**config.mk**
```make
export PLATFORM = sky130hd
export DESIGN_NAME = imu_frame_parser_unit
export DESIGN_NICKNAME = d
export VERILOG_FILES = /design/src/sv/imufp_pkg.sv /design/src/sv/imufp_parser.sv /design/src/sv/imufp_result.sv /design/src/sv/imu_frame_parser_unit.sv
export SDC_FILE = /design/constraint.sdc
export NUM_CORES = 1
export LEC_CHECK = 0
export BUFFER_PORTS_ARGS = -buffer_cell sky130_fd_sc_hd__buf_2
export CELL_PAD_IN_SITES_DETAIL_PLACEMENT = 1
export CELL_PAD_IN_SITES_GLOBAL_PLACEMENT = 2
export CORE_UTILIZATION = 41
export DETAILED_ROUTE_END_ITERATION = 7
export PLACE_DENSITY = 0.85
export SYNTH_ARGS = -nofsm -noshare
export SYNTH_HDL_FRONTEND = slang
export SYNTH_SLANG_ARGS = --single-unit
```
**constraint.sdc**
```tcl
create_clock -name clk -period 10.4 [get_ports clk]
set_input_delay 2.6 -clock clk [delete_from_list [all_inputs] [get_ports clk]]
set_output_delay 2.6 -clock clk [all_outputs]
set_load 0.005 [all_outputs]
```
**src/sv/imufp_pkg.sv**
```systemverilog
// ----------------------------------------------------------------------------
// imufp_pkg
// Shared types and constants for the IMU frame parser.
// ----------------------------------------------------------------------------
package imufp_pkg;

    localparam logic [7:0] HDR1      = 8'hA7;
    localparam logic [7:0] HDR2      = 8'h7A;
    localparam logic [7:0] TYPE_BASE = 8'h70;
    localparam logic [7:0] TYPE_LAST = 8'h75;

    localparam int PAYLOAD_DEPTH = 6;
    localparam int TDATA_W       = 96;
    localparam int TUSER_W       = 3;

    localparam logic [2:0] KIND_MAG  = 3'd3;
    localparam logic [2:0] KIND_TEMP = 3'd4;
    localparam logic [2:0] KIND_ALT  = 3'd5;

    localparam logic [2:0] NEED_SHORT = 3'd4;
    localparam logic [2:0] NEED_LONG  = 3'd6;

    // 52429 / 2^19 gives exact division by ten for magnitudes up to 43689
    localparam logic [15:0] RECIP_TEN   = 16'd52429;
    localparam int          RECIP_SHIFT = 19;

    typedef struct packed {
        logic [2:0]                          kind;
        logic [PAYLOAD_DEPTH-1:0][7:0]       bytes;
    } frame_t;

endpackage

```
**src/sv/imufp_parser.sv**
```systemverilog
// ----------------------------------------------------------------------------
// imufp_parser
// Byte-wise header hunt and frame assembly; holds one completed frame.
// ----------------------------------------------------------------------------
module imufp_parser
    import imufp_pkg::*;
(
    input  logic       clk,
    input  logic       rst_n,
    input  logic       s_tvalid,
    output logic       s_tready,
    input  logic [7:0] s_tdata,     // rx_byte[7:0]
    output logic       frame_valid,
    output frame_t     frame,
    input  logic       frame_take
);

    typedef enum logic [2:0] {
        PH_HUNT1,
        PH_HUNT2,
        PH_TYPE,
        PH_LEN,
        PH_CHK,
        PH_PAYLOAD
    } phase_t;

    phase_t                       phase_reg, phase_next;
    logic [2:0]                   kind_reg, kind_next;
    logic [2:0]                   idx_reg, idx_next;
    logic [PAYLOAD_DEPTH-1:0][7:0] payload_reg, payload_next;
    logic                         frame_valid_reg, frame_valid_next;
    frame_t                       frame_reg, frame_next;

    logic       accept;
    logic [2:0] need;
    logic [2:0] widx;
    logic [2:0] cnt;

    assign s_tready    = !frame_valid_reg || frame_take;
    assign accept      = s_tvalid && s_tready;
    assign frame_valid = frame_valid_reg;
    assign frame       = frame_reg;

    assign need = (kind_reg == KIND_ALT) ? NEED_SHORT : NEED_LONG;
    assign widx = (idx_reg >= need) ? 3'd0 : idx_reg;
    assign cnt  = widx + 3'd1;

    always_comb
    begin
        phase_next       = phase_reg;
        kind_next        = kind_reg;
        idx_next         = idx_reg;
        payload_next     = payload_reg;
        frame_valid_next = frame_valid_reg && !frame_take;
        frame_next       = frame_reg;
        if (accept)
        begin
            case (phase_reg)
                PH_HUNT1:
                begin
                    if (s_tdata == HDR1)
                        phase_next = PH_HUNT2;
                end
                PH_HUNT2:
                begin
                    phase_next = (s_tdata == HDR2) ? PH_TYPE : PH_HUNT1;
                end
                PH_TYPE:
                begin
                    if (s_tdata >= TYPE_BASE && s_tdata <= TYPE_LAST)
                    begin
                        kind_next  = 3'(s_tdata - TYPE_BASE);
                        idx_next   = 3'd0;
                        phase_next = PH_LEN;
                    end
                    else
                        phase_next = PH_HUNT1;
                end
                PH_LEN:
                begin
                    phase_next = PH_CHK;
                end
                PH_CHK:
                begin
                    phase_next = PH_PAYLOAD;
                    idx_next   = 3'd0;
                end
                PH_PAYLOAD:
                begin
                    payload_next[widx] = s_tdata;
                    if (cnt == need)
                    begin
                        frame_next.kind  = kind_reg;
                        frame_next.bytes = payload_next;
                        frame_valid_next = 1'b1;
                        phase_next       = PH_HUNT1;
                        idx_next         = 3'd0;
                    end
                    else
                        idx_next = cnt;
                end
                default:
                begin
                    phase_next = PH_HUNT1;
                end
            endcase
        end
    end

    always_ff @(posedge clk or negedge rst_n)
    begin
        if (!rst_n)
        begin
            phase_reg       <= PH_HUNT1;
            kind_reg        <= 3'd0;
            idx_reg         <= 3'd0;
            payload_reg     <= '0;
            frame_valid_reg <= 1'b0;
            frame_reg       <= '0;
        end
        else
        begin
            phase_reg       <= phase_next;
            kind_reg        <= kind_next;
            idx_reg         <= idx_next;
            payload_reg     <= payload_next;
            frame_valid_reg <= frame_valid_next;
            frame_reg       <= frame_next;
        end
    end

endmodule

```
**src/sv/imufp_result.sv**
```systemverilog
// ----------------------------------------------------------------------------
// imufp_result
// Unpacks a completed frame into result fields and holds the output item.
// ----------------------------------------------------------------------------
module imufp_result
    import imufp_pkg::*;
(
    input  logic               clk,
    input  logic               rst_n,
    input  logic               frame_valid,
    input  frame_t             frame,
    output logic               frame_take,
    output logic               m_tvalid,
    input  logic               m_tready,
    output logic [TDATA_W-1:0] m_tdata,  // axis_x, axis_y, axis_z, temperature, long_value, pad
    output logic [TUSER_W-1:0] m_tuser   // frame_kind
);

    logic               out_valid_reg, out_valid_next;
    logic [TDATA_W-1:0] data_reg, data_next;
    logic [TUSER_W-1:0] user_reg, user_next;

    logic [15:0] w0, w1, w2;
    logic        neg;
    logic [15:0] mag;
    logic [31:0] prod;
    logic [12:0] quo;
    logic [15:0] ax, ay, az;
    logic [12:0] tmp;
    logic [31:0] lv;

    assign frame_take = frame_valid && (!out_valid_reg || m_tready);

    assign w0 = {frame.bytes[1], frame.bytes[0]};
    assign w1 = {frame.bytes[3], frame.bytes[2]};
    assign w2 = {frame.bytes[5], frame.bytes[4]};

    // signed word / 10, truncated toward zero
    assign neg  = w0[15];
    assign mag  = neg ? 16'(-w0) : w0;
    assign prod = mag * RECIP_TEN;
    assign quo  = prod[RECIP_SHIFT +: 13];

    always_comb
    begin
        ax  = 16'd0;
        ay  = 16'd0;
        az  = 16'd0;
        tmp = 13'd0;
        lv  = 32'd0;
        if (frame.kind <= KIND_MAG)
        begin
            ax = w0;
            ay = w1;
            az = w2;
        end
        else if (frame.kind == KIND_TEMP)
        begin
            tmp = neg ? 13'(-quo) : quo;
            lv  = {w2, w1};
        end
        else if (frame.kind == KIND_ALT)
            lv = {w1, w0};
    end

    always_comb
    begin
        out_valid_next = out_valid_reg && !m_tready;
        data_next      = data_reg;
        user_next      = user_reg;
        if (frame_take)
        begin
            out_valid_next = 1'b1;
            data_next      = {3'd0, lv, tmp, az, ay, ax};
            user_next      = frame.kind;
        end
    end

    always_ff @(posedge clk or negedge rst_n)
    begin
        if (!rst_n)
            out_valid_reg <= 1'b0;
        else
            out_valid_reg <= out_valid_next;
    end

    always_ff @(posedge clk)
    begin
        data_reg <= data_next;
        user_reg <= user_next;
    end

    assign m_tvalid = out_valid_reg;
    assign m_tdata  = data_reg;
    assign m_tuser  = user_reg;

endmodule

```
**src/sv/imu_frame_parser_unit.sv**
```systemverilog
// ----------------------------------------------------------------------------
// imu_frame_parser_unit
// Parses IMU frames from a stream of received serial bytes.
// ----------------------------------------------------------------------------
// Slave stream: one received byte per item on s_tdata[7:0].
// Master stream: one item per complete frame; frame kind on m_tuser,
// axis words, temperature and long value packed in m_tdata.
// Throughput: one byte per cycle while s_tready is high, set by the parser state register which
// handles each byte in the cycle it is accepted.
// Flow: the last payload byte of a frame is registered into the frame register
// on acceptance and then moves into the output register, which drives m_tvalid,
// once that register is empty or being drained.
// Each stage holds one item; a stalled receiver fills the output register
// and then the frame register, after which s_tready drops until the
// frame register drains. Bytes are not dropped under backpressure.
// Reset clears the parser to the header hunt and empties both stages;
// the output data register is not cleared.
// ----------------------------------------------------------------------------
module imu_frame_parser_unit
    import imufp_pkg::*;
(
    input  logic               clk,
    input  logic               rst_n,
    input  logic               s_tvalid,
    output logic               s_tready,
    input  logic [7:0]         s_tdata,   // rx_byte[7:0]
    output logic               m_tvalid,
    input  logic               m_tready,
    output logic [TDATA_W-1:0] m_tdata,   // axis_x, axis_y, axis_z, temperature, long_value, pad
    output logic [TUSER_W-1:0] m_tuser    // frame_kind
);

    logic   frame_valid;
    frame_t frame;
    logic   frame_take;

    imufp_parser u_parser
    (
        .clk         (clk),
        .rst_n       (rst_n),
        .s_tvalid    (s_tvalid),
        .s_tready    (s_tready),
        .s_tdata     (s_tdata),
        .frame_valid (frame_valid),
        .frame       (frame),
        .frame_take  (frame_take)
    );

    imufp_result u_result
    (
        .clk         (clk),
        .rst_n       (rst_n),
        .frame_valid (frame_valid),
        .frame       (frame),
        .frame_take  (frame_take),
        .m_tvalid    (m_tvalid),
        .m_tready    (m_tready),
        .m_tdata     (m_tdata),
        .m_tuser     (m_tuser)
    );

    a_kind_range: assert property (@(posedge clk) disable iff (!rst_n)
        m_tvalid |-> (m_tuser <= KIND_ALT))
        else $error("output kind out of range");

    a_axis_zero: assert property (@(posedge clk) disable iff (!rst_n)
        (m_tvalid && m_tuser > KIND_MAG) |-> (m_tdata[47:0] == 48'd0))
        else $error("axis words set on a non-axis frame");

    a_axis_kind: assert property (@(posedge clk) disable iff (!rst_n)
        (m_tvalid && m_tuser <= KIND_MAG) |-> (m_tdata[95:48] == 48'd0))
        else $error("temperature or long value set on an axis frame");

    a_stall_full: assert property (@(posedge clk) disable iff (!rst_n)
        !s_tready |-> (frame_valid && m_tvalid && !m_tready))
        else $error("input stalled with room in the pipeline");

    a_take_moves: assert property (@(posedge clk) disable iff (!rst_n)
        frame_take |=> m_tvalid)
        else $error("taken frame did not reach the output");

endmodule
```
==> impl_results.md <==
* Global Route Usage Sum at 0.217
* Synth Area per Inst at around 11 um2
* Leading area contributor after synthesis: edfxtp_1
* Max H-tree Level at 1
* Die Y at between 150 and 200 um
* First-pass GRT wire length at 56700 um
* Synth Instances at between 1000 and 1500
* Worst stage delay on the critical path at just under 600 ps
* Diode count at 0
* Core area at approximately 33000 um2
* Skew final at between 8 and 9 ps
* Tcrit/Tclk final at 0.811
* RSZ-0062 raised after global routing: no
* FILL cells at about 3600
* Layout cells sized above 1 at 0.178
* Synth area leaders: edfxtp_1 (21%), dfrtp_1 (20%), ha_1 (12%), fa_1 (11%), mux2_2 (4.4%)
* Nature of the critical path endpoint: flip-flop
* Die X at between 150 and 200 um
* CTS Buffer Depth at 3
* Max-cap viol count at 0
* Crit path launch type: flip-flop
* Mapped cell area at between 10000 and 15000 um2
* Worst-Margin Slew at 1200 ps
* Post-cts sizing count at 0
* Post-synth top cells: inv_1 (146), ha_1 (134), dfrtp_1 (110), edfxtp_1 (96), nor2_1 (92)
* Largest net degree at the start of global routing at 87
* CP max FO at 9
* Clk pin slew, worst setup/hold paths at ~60 ps
* Nets at between 1500 and 2000
* Io pins at 113
* Total Wirelength at 36100 um
* # clock sinks at between 200 and 250
* Seq/Total Area, Yosys at 0.408
* Drt wl/cell at a little over 20 um
* CTS tree: yes
* Yosys warnings at 0
* Total CTS buffers at 24
* Worst-Skew Late Latency at ~530 ps
* Worst path slowest cell: or4_4
* F_max at roughly 0.12 GHz
* Most frequent CP cell: fa_1
* Final Critical Period at 8440 ps
* Post-DRT Antenna Nets at 0
* Max Slew Vio Count at 0
* Count leader, synth: inv_1
* HPWL Detailed at 27200 um
* Final setup fails at 0
* Hold Crit Class: reg -> reg
* Hold Vio Cnt, Final at 0
* Row count at 66
* Critical path buffer and inverter count at 2
* Antenna violations before repair at 0
* Clk root buf: clkbuf_16
* Slew HR at 0.194
* # DRC at 0
* Vias in the first global route at 9969
* Final global-route overflow total at 0
* Via density at approximately 5.3
* Number of buffers added on ports at between 100 and 150
* Area delta synth->final at 13.5%
* Post-synthesis register bit count at between 200 and 250
* Post-synth EDFFs at 96
* Setup TNS at 0 ps
* Critical path arrival at just under 9000 ps
* Cells along the critical path: or4_4, or3_1, or4_1, o41ai_1, xnor2_1, ha_1, ha_1, fa_1, fa_1, fa_1, inv_1, fa_1, inv_1, ha_1, nand4_1, nor2_1, a41oi_1, a211oi_1, o21ai_0, a211oi_2, nand4_1, o211a_1, or4_1, nand2_1
* Critical path class: reg -> reg
* Initial DRT Pass Iterations at 7
* CP top delay family: adder cells
* Status: completed
* Final GP Congestion at between 0.8 and 0.9
* Crit path required time at 10790 ps
* Die area at around 34000 um2
* Yosys top cell area share at 0.209
* Iter 0 DRT Violations at 640
* Routed via count at 9505
* Ys async rst share at 0.534
* Hold_buf cts at 0
* Top_reg_cell synth: dfrtp_1
* Initial Utilization at 0.421
* Post-synth cell types at between 70 and 80
* Largest register FFs at 93
* Setup Buffers After CTS at 0
==> worst paths after layout <==
check | from | to | slack, ps | cells past startpoint
worst max-delay path | u_parser.frame[3] | u_result.m_tdata[57] | 1960 | 24
worst min-delay path | u_parser.payload_reg[13] | u_parser.payload_reg[13] | 510 | 1
worst max register to register | u_parser.frame[3] | u_result.m_tdata[57] | 1960 | 24
worst min register to register | u_parser.payload_reg[13] | u_parser.payload_reg[13] | 510 | 1
max in group asynchronous | rst_n | u_parser.frame[50] | 7030 | 2
min in group asynchronous | rst_n | u_parser.frame[38] | 2060 | 1
==> routing by layer <==
layer | GRT usage | wire [um] | vias to the layer above
met1 | 0.307 | 16800 | 4849
met3 | 0.0333 | 1550 | 47
met4 | 0.0505 | 734 | 0
met5 | 0 | 0 | -
li1 | - | - | 4425
met2 | 0.348 | 17000 | 184
==> worst reg2reg max path, delay by kind of cell, from the launching register on <==
kind                     cells  cell delay, ps
adder cells (fa/ha/maj)      7            3080
AND/OR/NAND/NOR              8            2520
AO/OA/AOI/OAI                6            1690
flip-flops                   1             490
XOR/XNOR                     1             440
buffers and inverters        2              90
==> kinds of logic after synthesis <==
group | after synthesis | share of synthesized area
and+or+nand+nor | 259 | 0.0948
adders and majority gates | 207 | 0.227
DFF | 206 | 0.408
buffers and inverters | 205 | 0.0574
AOI/OAI and AO/OA | 187 | 0.0927
muxes | 105 | 0.0809
xor gates and xnor gates | 60 | 0.0391
other | 1 | 0.000271
==> layout by cell type, fill, tap and decap left out, types with 12 or more instances in the layout <==
| master | n |
|---|---|
| inv_1 | 146 |
| ha_1 | 134 |
| dfrtp_1 | 109 |
| buf_2 | 108 |
| edfxtp_1 | 96 |
| nor2_1 | 92 |
| fa_1 | 73 |
| a21oi_1 | 71 |
| mux2_2 | 54 |
| mux2i_1 | 51 |
| nor2b_1 | 49 |
| xnor2_1 | 39 |
| nand2_1 | 34 |
| a22o_1 | 32 |
| clkbuf_16 | 25 |
| xor2_1 | 19 |
| o21ai_0 | 18 |
| nand3_1 | 16 |
| buf_4 | 14 |
| nand2b_1 | 12 |
==> area by class of cell <==
type / count / area [um2] / area share
clock inverters: 13 / 204 / 0.0130
inverters: 147 / 552 / 0.0352
clock buffers: 31 / 678 / 0.0432
repair buffers: 122 / 646 / 0.0412
well taps: 442 / 553 / 0.0353
flip-flops and latches: 206 / 5640 / 0.359
multi-input cells: 821 / 7410 / 0.473
==> per-stage QoR <==
stage | hold slack (ps) | setup slack, ps | utilization | cell area, um2 | std cells
after floorplan | 449 | 2840 | - | 13800 | 1232
after global placement | 486 | 2280 | 0.450 | 14800 | 1738
after detailed placement | 491 | 2020 | 0.450 | 14800 | 1738
after CTS | 507 | 2000 | 0.477 | 15700 | 1782
after global routing | 514 | 1560 | 0.477 | 15700 | 1782
final | 506 | 1960 | 0.477 | 15700 | 1782
Power is left out: the tool's default activity adds up to more than one toggle a clock period on the data nets, which glitch-free logic cannot reach.
